<file path="src/hdl/dru_pkg.sv">
// dru_pkg: shared types and codes for the descriptor range lookup
// used by dru_cell and descriptor_range_lookup; no dependencies
`default_nettype none
package dru_pkg;

    localparam logic [31:0] ALL_ONES32 = 32'hFFFF_FFFF;
    localparam logic [2:0]  VIS_ALL    = 3'd0;

    typedef enum logic [1:0] {
        KIND_CLEAR = 2'd0,
        KIND_LOAD  = 2'd1,
        KIND_QUERY = 2'd2,
        KIND_NONE  = 2'd3
    } kind_t;

    typedef enum logic {
        ST_IDLE = 1'b0,
        ST_SCAN = 1'b1
    } state_t;

    // query payload with the two running matches, handed cell to cell
    typedef struct packed {
        logic [2:0]  vis;
        logic [1:0]  rkind;
        logic [31:0] reg_num;
        logic [31:0] space;
        logic        ex_hit;
        logic [5:0]  ex_owner;
        logic [31:0] ex_off;
        logic        al_hit;
        logic [5:0]  al_owner;
        logic [31:0] al_off;
    } tok_t;

    // one stored range
    typedef struct packed {
        logic [5:0]  owner;
        logic [2:0]  vis;
        logic [1:0]  rkind;
        logic [31:0] base;
        logic [31:0] space;
        logic [31:0] count;
        logic [31:0] offset;
    } entry_t;

endpackage
`default_nettype wire

</file>
<file path="src/hdl/dru_cell.sv">
// dru_cell: one table slot plus one stage of the query chain
// depends on dru_pkg
`default_nettype none
module dru_cell
    import dru_pkg::*;
(
    input  wire logic   clk,
    input  wire logic   rst_n,
    input  wire logic   wr_en,
    input  wire entry_t wr_entry,
    input  wire logic   slot_used,
    input  wire logic   tok_in_active,
    input  wire tok_t   tok_in,
    output logic        tok_out_active,
    output tok_t        tok_out
);

    entry_t      entry_reg;
    tok_t        tok_reg;
    tok_t        tok_next;
    logic        active_reg;
    logic [31:0] rel;
    logic        win_hit;

    always_comb
    begin
        rel     = tok_in.reg_num - entry_reg.base;
        win_hit = slot_used && (entry_reg.rkind == tok_in.rkind)
                  && (entry_reg.space == tok_in.space)
                  && (tok_in.reg_num >= entry_reg.base)
                  && ((entry_reg.count == ALL_ONES32) || (rel < entry_reg.count));
        tok_next = tok_in;
        // first exact-visibility match wins
        if (win_hit && !tok_in.ex_hit && (entry_reg.vis == tok_in.vis))
        begin
            tok_next.ex_hit   = 1'b1;
            tok_next.ex_owner = entry_reg.owner;
            tok_next.ex_off   = entry_reg.offset + rel;
        end
        // first all-stages match kept as fallback
        if (win_hit && !tok_in.al_hit && (entry_reg.vis == VIS_ALL))
        begin
            tok_next.al_hit   = 1'b1;
            tok_next.al_owner = entry_reg.owner;
            tok_next.al_off   = entry_reg.offset + rel;
        end
    end

    always_ff @(posedge clk)
    begin
        if (wr_en)
        begin
            entry_reg <= wr_entry;
        end
        tok_reg <= tok_next;
    end

    always_ff @(posedge clk or negedge rst_n)
    begin
        if (!rst_n)
        begin
            active_reg <= 1'b0;
        end
        else
        begin
            active_reg <= tok_in_active;
        end
    end

    assign tok_out_active = active_reg;
    assign tok_out        = tok_reg;

endmodule
`default_nettype wire

</file>
<file path="config.mk">
export PLATFORM = sky130hd
export DESIGN_NAME = dru_cell
export DESIGN_NICKNAME = d
export VERILOG_FILES = /design/src/hdl/dru_pkg.sv /design/src/hdl/dru_cell.sv
export SDC_FILE = /design/constraint.sdc
export NUM_CORES = 1
export LEC_CHECK = 0
export ABC_AREA = 1
export BUFFER_PORTS_ARGS = -buffer_cell sky130_fd_sc_hd__buf_2
export CAP_MARGIN = 25
export CORE_MARGIN = 8
export CORE_UTILIZATION = 45
export CTS_CLUSTER_DIAMETER = 200
export DETAILED_ROUTE_END_ITERATION = 10
export PLACE_DENSITY = 0.83
export SLEW_MARGIN = 5
export SYNTH_ARGS = -nofsm -noshare
export SYNTH_HDL_FRONTEND = slang
export SYNTH_SLANG_ARGS = --single-unit
</file>
<file path="constraint.sdc">
create_clock -name clk -period 3.91 [get_ports clk]
set_input_delay 0.391 -clock clk [delete_from_list [all_inputs] [get_ports clk]]
set_output_delay 0.391 -clock clk [all_outputs]
set_load 0.01 [all_outputs]
</file>
Word level (Yosys, flattened, before mapping)
Cells that the tools add are included.
- flip-flop bits (word level): 287
- latch bits: 0
- memory bits (writable): 0
- ROM bits: 0
- input bits: 291
- output and inout bits: 148
- logic and storage cells: 40
- memories kept: 0
- $add $sub $neg: 2
- $mul: 0
- divide/modulo/power cells: 0
- $lt $le $gt $ge: 2
- eq/ne operators: 4
- shift operators: 0
- muxes and demuxes: 2
- bitwise logic cells: 0
- reduce and logical (&&, ||, !) cells: 12
- operators with widths (cell ; number):
    $mux 38 ; 2
    $add 32x32->32 ; 1
    $eq 32x32->1 ; 1
    $eq 32x32->1 const B ; 1
    $ge 32x32->1 ; 1
    $lt 32x32->1 ; 1
    $sub 32x32->32 ; 1
    $logic_and 1x1->1 ; 8
    $eq 3x3->1 ; 1
    $logic_not 3->1 ; 1
    $eq 2x2->1 ; 1
    $logic_not 1->1 ; 2
    $logic_or 1x1->1 ; 1

Logic depth before layout (Yosys ltp)
Gate-level depths: netlist of the first run.
- word-level depth: 8
- depth in mapped cells: 28
- depth with buffers taken out: 28

Worst setup path after synthesis of the first run
No wires, ideal clock.
- path kind: in2reg
- from: input port tok_in[110] (netlist bit)
- to: register tok_reg, in the netlist tok_out[44]
- setup time: 109 ps
- data arrival time: 3663 ps
- data required time: 3801 ps
- path slack: 138 ps
- stages on the path: 25
- path buffers: 2
- cells stage by stage: inv_1 > ha_1 > fa_1 > o21ai_2 > a21oi_1 > o21ai_0 > nand2_1 > nand2_1 > nand3_1 > nand2_1 > xor2_1 > inv_1 > ha_1 > nand2_1 > nor2_1 > nor3b_1 > nand2_1 > nor2_1 > nand2_1 > nand2_1 > buf_2 > buf_2 > nand4_1 > nand2_1 > inv_1
- RTL lines (what ; RTL line ; source):
    start: declaration ; dru_cell.sv:13 ; input wire tok_t tok_in,
    end signal: assignment ; dru_cell.sv:55 ; tok_reg <= tok_next;
    end: declaration ; dru_cell.sv:19 ; tok_t tok_reg;

==> results.md, run 1 <==
* Final RePlAce weighted congestion at around 0.92
* Worst Setup Start Kind: flip-flop
* Gr busiest metal: met2
* Iteration count of the initial detailed-routing pass at 7
* Synth cell types at 48
* Total core area at between 0.03 and 0.04 sq mm
* Met2 track demand over resource at 0.522
* Worst Tran Pin Value at around 870 ps
* Longest Clk Path Bufs at 3
* Pwr dens at ~440 mW/mm^2
* Mapped cell area at 0.0149 sq mm
* Status: finished, violations left
* Met3 Resource Use GR at 0.0686
* #FFs+latches synth at 287
* Die Y at a little under 200 microns
* Ranking of synthesized cells by area: edfxtp_1 (28%), dfxtp_1 (20%), nand2_1 (13%)
* Peak VDD IR at roughly 0.45 mV
* Final net count at between 2000 and 3000
* Total routed wirelength at 60.9 mm
* TNS Setup at -7080 ps
* Nature of the critical path endpoint: flip-flop
* P&R area growth vs syn at 51.4%
* Grt ovf at 0
* Most frequent cells in the layout: buf_2 (437), nand2_1 (393), inv_1 (355)
* Post-route insts no fill at 3033
* Core Rows at 66
* Post-Synth Adder-Cell Area at 0.0817
* 1st-iter DRT viols at 1192
* Post-placement cell count at between 2000 and 3000
* Post-synthesis compound-gate area fraction at 0.0577
* Die span in x at 198 microns
* Unrepaired setup endpoints after global routing: true
* Starting Density at 0.458
* Setup Crit Path Kind: reg2reg
* H-tree depth at 1
* Port Buf Inserts at 438
* Multiplexer share of the synthesized area at 0
* Pre-CTS WS at -280 ps
* Headroom to the max-slew limit at 0.418
* Storage cell area at 0.00714 sq mm
* Clk_skew at 44.7 ps
* Crit path DAT at ~4500 ps
* Post-synth EDFFs at 139
* Post-route setup slack at -149 ps
* CTS tree: done
* Critical Path RT at 4370 ps
* FMAX at 246 MHz
* Gr usage total at 0.286
* Max reg flops at 147
* Most numerous cell on the critical path: nand2_1
* Initial antenna violation count at 4
* First-pass GRT wire length at 88.3 mm
* Clk Latency, worst-skew pair at 610 ps
* Fillers at 2348
* Number of I/O pins at 439
* Worst R2R Setup Slack at -150 ps
* Max Slew Vio Count at 0
* Violated checks: setup timing
* Clock Pin Slew Worst Setup and Hold Paths at about 70 ps
* Ys Warns at 0
* Yosys top cell area share at 0.280
* Crit path max fanout at 6
* Seq/Total Area, Yosys at 0.480
* Layout cell share with drive strength beyond 1 at 0.318
* Post-synth top flop: dfxtp_1
* ANT nets after route at 0
* CP max stage cell: ha_1
* DP HPWL at 41.2 mm
* WHS at 29.0 ps
* Yosys top cell by area: edfxtp_1
* Clk sinks at 287
* Largest family of logic cells by synthesized area: simple AND/OR/NAND/NOR gates
* Maxcap violations at 0
* Drt wl/cell at 20.1 microns
* Period utilization at 1.04
* Final hold vios at 0
* Static leakage at 11.5 nW
* HP Class: in2reg
* Met1 Usage GRT at 0.315
* Vias in the first global route at 16138
* Vias per inst at 5.15
* Number of CTS-inserted buffers at 30
* Post-synthesis instance total at about 1800
* Vias at 15618
* Root buf cell: clkbuf_16
* Largest net degree at the start of global routing at 115
* Commonest non-fill, non-tap cell in the layout: buf_2
* Post-synth ARST share at 0.00348
* Syn nets at approximately 2200
* Synthesized area per cell at 8.21 sq um
* Synth Area in XOR/XNOR at 0.0300
* Area occupied by multi-input gates at 0.00703 sq mm
* DRC Markers at 0
* Slowest stage delay, CP at 390 ps
* Post-synthesis simple-gate area fraction at 0.240
* Die Area at slightly below 0.04 sq mm
* Fin crit period at 4060 ps
* # setup viols final at 74
layout make-up:
| cell class | count | area share |
|---|---|---|
| multi-input combinational | 1117 | 0.312 |
| inverter | 380 | 0.0633 |
| clock inverter | 17 | 0.00761 |
| antenna | 3 | 0.000333 |
| sequential | 287 | 0.317 |
| timing repair buffer | 748 | 0.238 |
| tap | 442 | 0.0245 |
| clock buffer | 39 | 0.0377 |
worst max-delay path: cells and delay by family (launching register included):
family | cells | cell delay (ps)
AO/OA/AOI/OAI | 2 | 230
AND/OR/NAND/NOR | 17 | 1960
buffers and inverters | 6 | 690
flip-flops | 1 | 350
adder cells (fa/ha/maj) | 2 | 660
cell families after synthesis:
group                    after synthesis
AND/OR/NAND/NOR                      817
AO/OA/AOI/OAI                        153
XOR/XNOR                              51
flip-flops                           287
adder cells (fa/ha/maj)               96
buffers and inverters                410
cells in the mapped netlist, drive strengths merged (2+ instances only):
master and n:
nand2 514, inv 380, dfxtp 147, edfxtp 139, nor2 110, nand4 104
ha 94, a21oi 85, nand3 50, o21ai 38, xnor2 29, buf 24
xor2 22, nor3 9, o21bai 9, or2 9, a21o 7, clkbuf 6
nand3b 6, nor4 6, nor3b 4, o21a 4, a31oi 3, and2 3
fa 2
per-layer routing:
| layer | share of wire | vias to the layer above |
|---|---|---|
| met5 | 0.00021 | - |
| met4 | 0.049 | 2 |
| met3 | 0.092 | 212 |
| met2 | 0.50 | 900 |
| met1 | 0.36 | 7204 |
| li1 | - | 7300 |
stage by stage:
| stage | total power [mW] | utilization | instance area, sq um |
|---|---|---|---|
| floorplan | 5.19 | - | 14900 |
| global placement | 6.33 | 0.557 | 18100 |
| detailed placement | 6.40 | 0.557 | 18100 |
| CTS | 9.48 | 0.655 | 21300 |
| global route | 10.4 | 0.693 | 22500 |
| finish | 9.91 | 0.693 | 22500 |
power breakdown:
part           switching [mW]  internal (mW)
clock network            1.29           1.68
logic                    2.00           1.46
registers               0.105           3.37
final timing paths:
kind | from | end | depth (start not counted)
min | wr_entry[89] | entry_reg[89]$_DFFE_PP_ | 1
max | entry_reg[109]$_DFFE_PP_ | tok_out[35]$_DFF_P_ | 27
min in group asynchronous | rst_n | tok_out_active$_DFF_PN0_ | 2
max reg2reg | entry_reg[109]$_DFFE_PP_ | tok_out[35]$_DFF_P_ | 27
max in group asynchronous | rst_n | tok_out_active$_DFF_PN0_ | 2
min reg2reg | entry_reg[133]$_DFFE_PP_ | tok_out[71]$_DFF_P_ | 4
what timing repair did:
action	4_1_cts	5_1_grt
endpoints found under the setup margin	78	78
pin swaps	1	19
buffers inserted	0	9
gates resized for setup	12	253
gates cloned	2	9
hold buffers	207	2
hold endpoints to repair	207	2
(Power assumes the default switching activity.)
==> run 2: changes to the inputs <==
RECOVER_POWER = 25   (was not set)
==> results.md, run 2 (synthesis results as in run 1) <==
* Final RePlAce weighted congestion at 0.922 (unchanged)
* Final hold vios at 0 (unchanged)
* Die Y at 198 microns (unchanged)
* Clk_skew at 42.8 ps (-1.92 ps)
* Placed cell area at 0.0181 sq mm (unchanged)
* Fin crit period at 4070 ps (+9.26 ps)
* Vias per inst at 5.17 (+0.33%)
* Initial antenna violation count at 4 (unchanged)
* Post-route insts no fill at 3033 (unchanged)
* Commonest non-fill, non-tap cell in the layout: buf_2
* Headroom to the max-slew limit at -0.176 (-0.594)
* Die span in x at 198 microns (unchanged)
* Core Util, Final at 0.692 (about the same)
* Vias at 15670 (+0.33%)
* Maxcap violations at 1 (+1)
* Period utilization at 1.04 (+0.00237)
* DRC Markers at 0 (unchanged)
* # setup viols final at 74 (unchanged)
* Max reg flops at 147 (unchanged)
* ANT nets after route at 0 (unchanged)
* Worst R2R Setup Slack at -160 ps (about the same)
* TNS Setup at -7350 ps (-270 ps)
* P&R area growth vs syn at 51.3% (about the same)
* Port Buf Inserts at 438 (unchanged)
* Nature of the critical path endpoint: flip-flop
* Worst Tran Pin Value at 1760 ps (+898 ps)
* Fin area at 0.0225 sq mm (about the same)
* 1st-iter DRT viols at 1128 (-5.4%)
* Number of I/O pins at 439 (unchanged)
* Post-placement cell count at 2744 (unchanged)
* Clk sinks at 287 (unchanged)
* Most frequent cells in the layout: buf_2 (433), nand2_1 (393), inv_1 (355)
* Violated checks: capacitance limit, slew limit, setup timing
* Drt wl/cell at 20.1 microns (+0.12%)
* Unrepaired setup endpoints after global routing: true
* H-tree depth at 1 (unchanged)
* Die Area at 0.0392 sq mm (unchanged)
* Clk Latency, worst-skew pair at 600 ps (about the same)
* Root buf cell: clkbuf_16
* Total core area at 0.0325 sq mm (unchanged)
* Crit path max fanout at 7 (+1)
* Iteration count of the initial detailed-routing pass at 7 (unchanged)
* Max Slew Vio Count at 28 (+28)
* Setup Crit Path Kind: reg2reg
* Post-route setup slack at -158 ps (-9.26 ps)
* Pwr dens at 440 mW/mm^2 (about the same)
* Peak VDD IR at 0.447 mV (-0.22%)
* Starting Density at 0.458 (unchanged)
* Number of CTS-inserted buffers at 30 (unchanged)
* First-pass GRT wire length at 88.3 mm (unchanged)
* Vias in the first global route at 16138 (unchanged)
* Critical Path RT at 4380 ps (about the same)
* Core Rows at 66 (unchanged)
* Overall power at 9.91 mW (about the same)
* Grt ovf at 0 (unchanged)
* Clock Pin Slew Worst Setup and Hold Paths at 70 ps (about the same)
* DP HPWL at 41.2 mm (unchanged)
* FMAX at 246 MHz (-0.23%)
* CTS tree: done
* Final net count at 2951 (unchanged)
* Static leakage at 11.5 nW (-0.14%)
* Worst Setup Start Kind: flip-flop
* Layout cell share with drive strength beyond 1 at 0.316 (-0.00193)
* HP Class: in2reg
* Status: finished, violations left
* Total routed wirelength at 61.0 mm (+0.12%)
* Gr usage total at 0.286 (unchanged)
* Longest Clk Path Bufs at 3 (unchanged)
* Crit path DAT at 4540 ps (+20 ps)
* Fillers at 2354 (+0.26%)
* Largest net degree at the start of global routing at 115 (unchanged)
-- run 2: cell type report --
class / count / area, sq um / share of cell area
repair buffers: 748 / 5350 / 0.238
flip-flops and latches: 287 / 7140 / 0.317
inverters: 380 / 1430 / 0.0633
multi-input cells: 1117 / 7030 / 0.312
clock inverters: 17 / 171 / 0.00761
diodes: 3 / 7.51 / 0.000333
clock buffers: 39 / 850 / 0.0377
well taps: 442 / 553 / 0.0246
-- run 2: critical path: stages, from the launching register on --
cell,delay (ps)
edfxtp_1,350
inv_1,60
ha_1,390
nand2_1,120
nor2_2,140
nor3b_4,230
nand2_2,90
and2_4,150
o21bai_1,120
buf_4,150
a21o_1,110
nand2_1,40
nand2_1,80
inv_2,70
ha_4,280
nand2_2,60
nor2_2,90
nand4_1,180
nor4_2,190
nand2_1,80
nand2_1,80
nand2_2,80
buf_12,150
nand3_4,220
clkbuf_16,210
nand2_1,70
nand2_1,70
inv_1,40
-- run 2: metal layers --
metal  vias up  GRT usage  wire length (microns)
met5         -          0                     13
li1       7304          -                      -
met1      7217      0.315                  22100
met3       224     0.0686                   5550
met4         2      0.117                   3080
met2       923      0.522                  30200
-- run 2: power breakdown --
group	leakage, nW	switching [mW]	internal [mW]	total, mW
sequential	2.61	0.105	3.37	3.47
combinational	8.39	2.01	1.46	3.47
clock	0.511	1.29	1.68	2.97
total	11.5	3.41	6.51	9.91
-- run 2: metrics by stage --
stage | hold slack (ps) | setup WS (ps)
finish | 53.4 | -158
global route | 45.3 | -353
CTS | 3.52 | 1.76
detailed placement | 168 | -280
global placement | 166 | -184
floorplan | 95.4 | 138
-- run 2: path summary, 6_finish.rpt --
path                                     startpoint                        to  cells past startpoint
hold reg to reg            entry_reg[133]$_DFFE_PP_       tok_out[71]$_DFF_P_                      4
max in group asynchronous                     rst_n  tok_out_active$_DFF_PN0_                      2
min in group asynchronous                     rst_n  tok_out_active$_DFF_PN0_                      2
setup / recovery           entry_reg[109]$_DFFE_PP_       tok_out[30]$_DFF_P_                     27
setup reg to reg           entry_reg[109]$_DFFE_PP_       tok_out[30]$_DFF_P_                     27
hold / removal                           tok_in[38]    tok_out[38]$_SDFF_PP1_                      2
-- run 2: repair_timing --
| item | 4_1_cts | 5_1_grt |
|---|---|---|
| pin swaps | 1 | 19 |
| setup buffers | 0 | 9 |
| setup endpoints to repair | 78 | 78 |
| hold endpoints to repair | 207 | 2 |
| gates resized for setup | 12 | 253 |
| cloned | 2 | 9 |
| hold buffers | 207 | 2 |
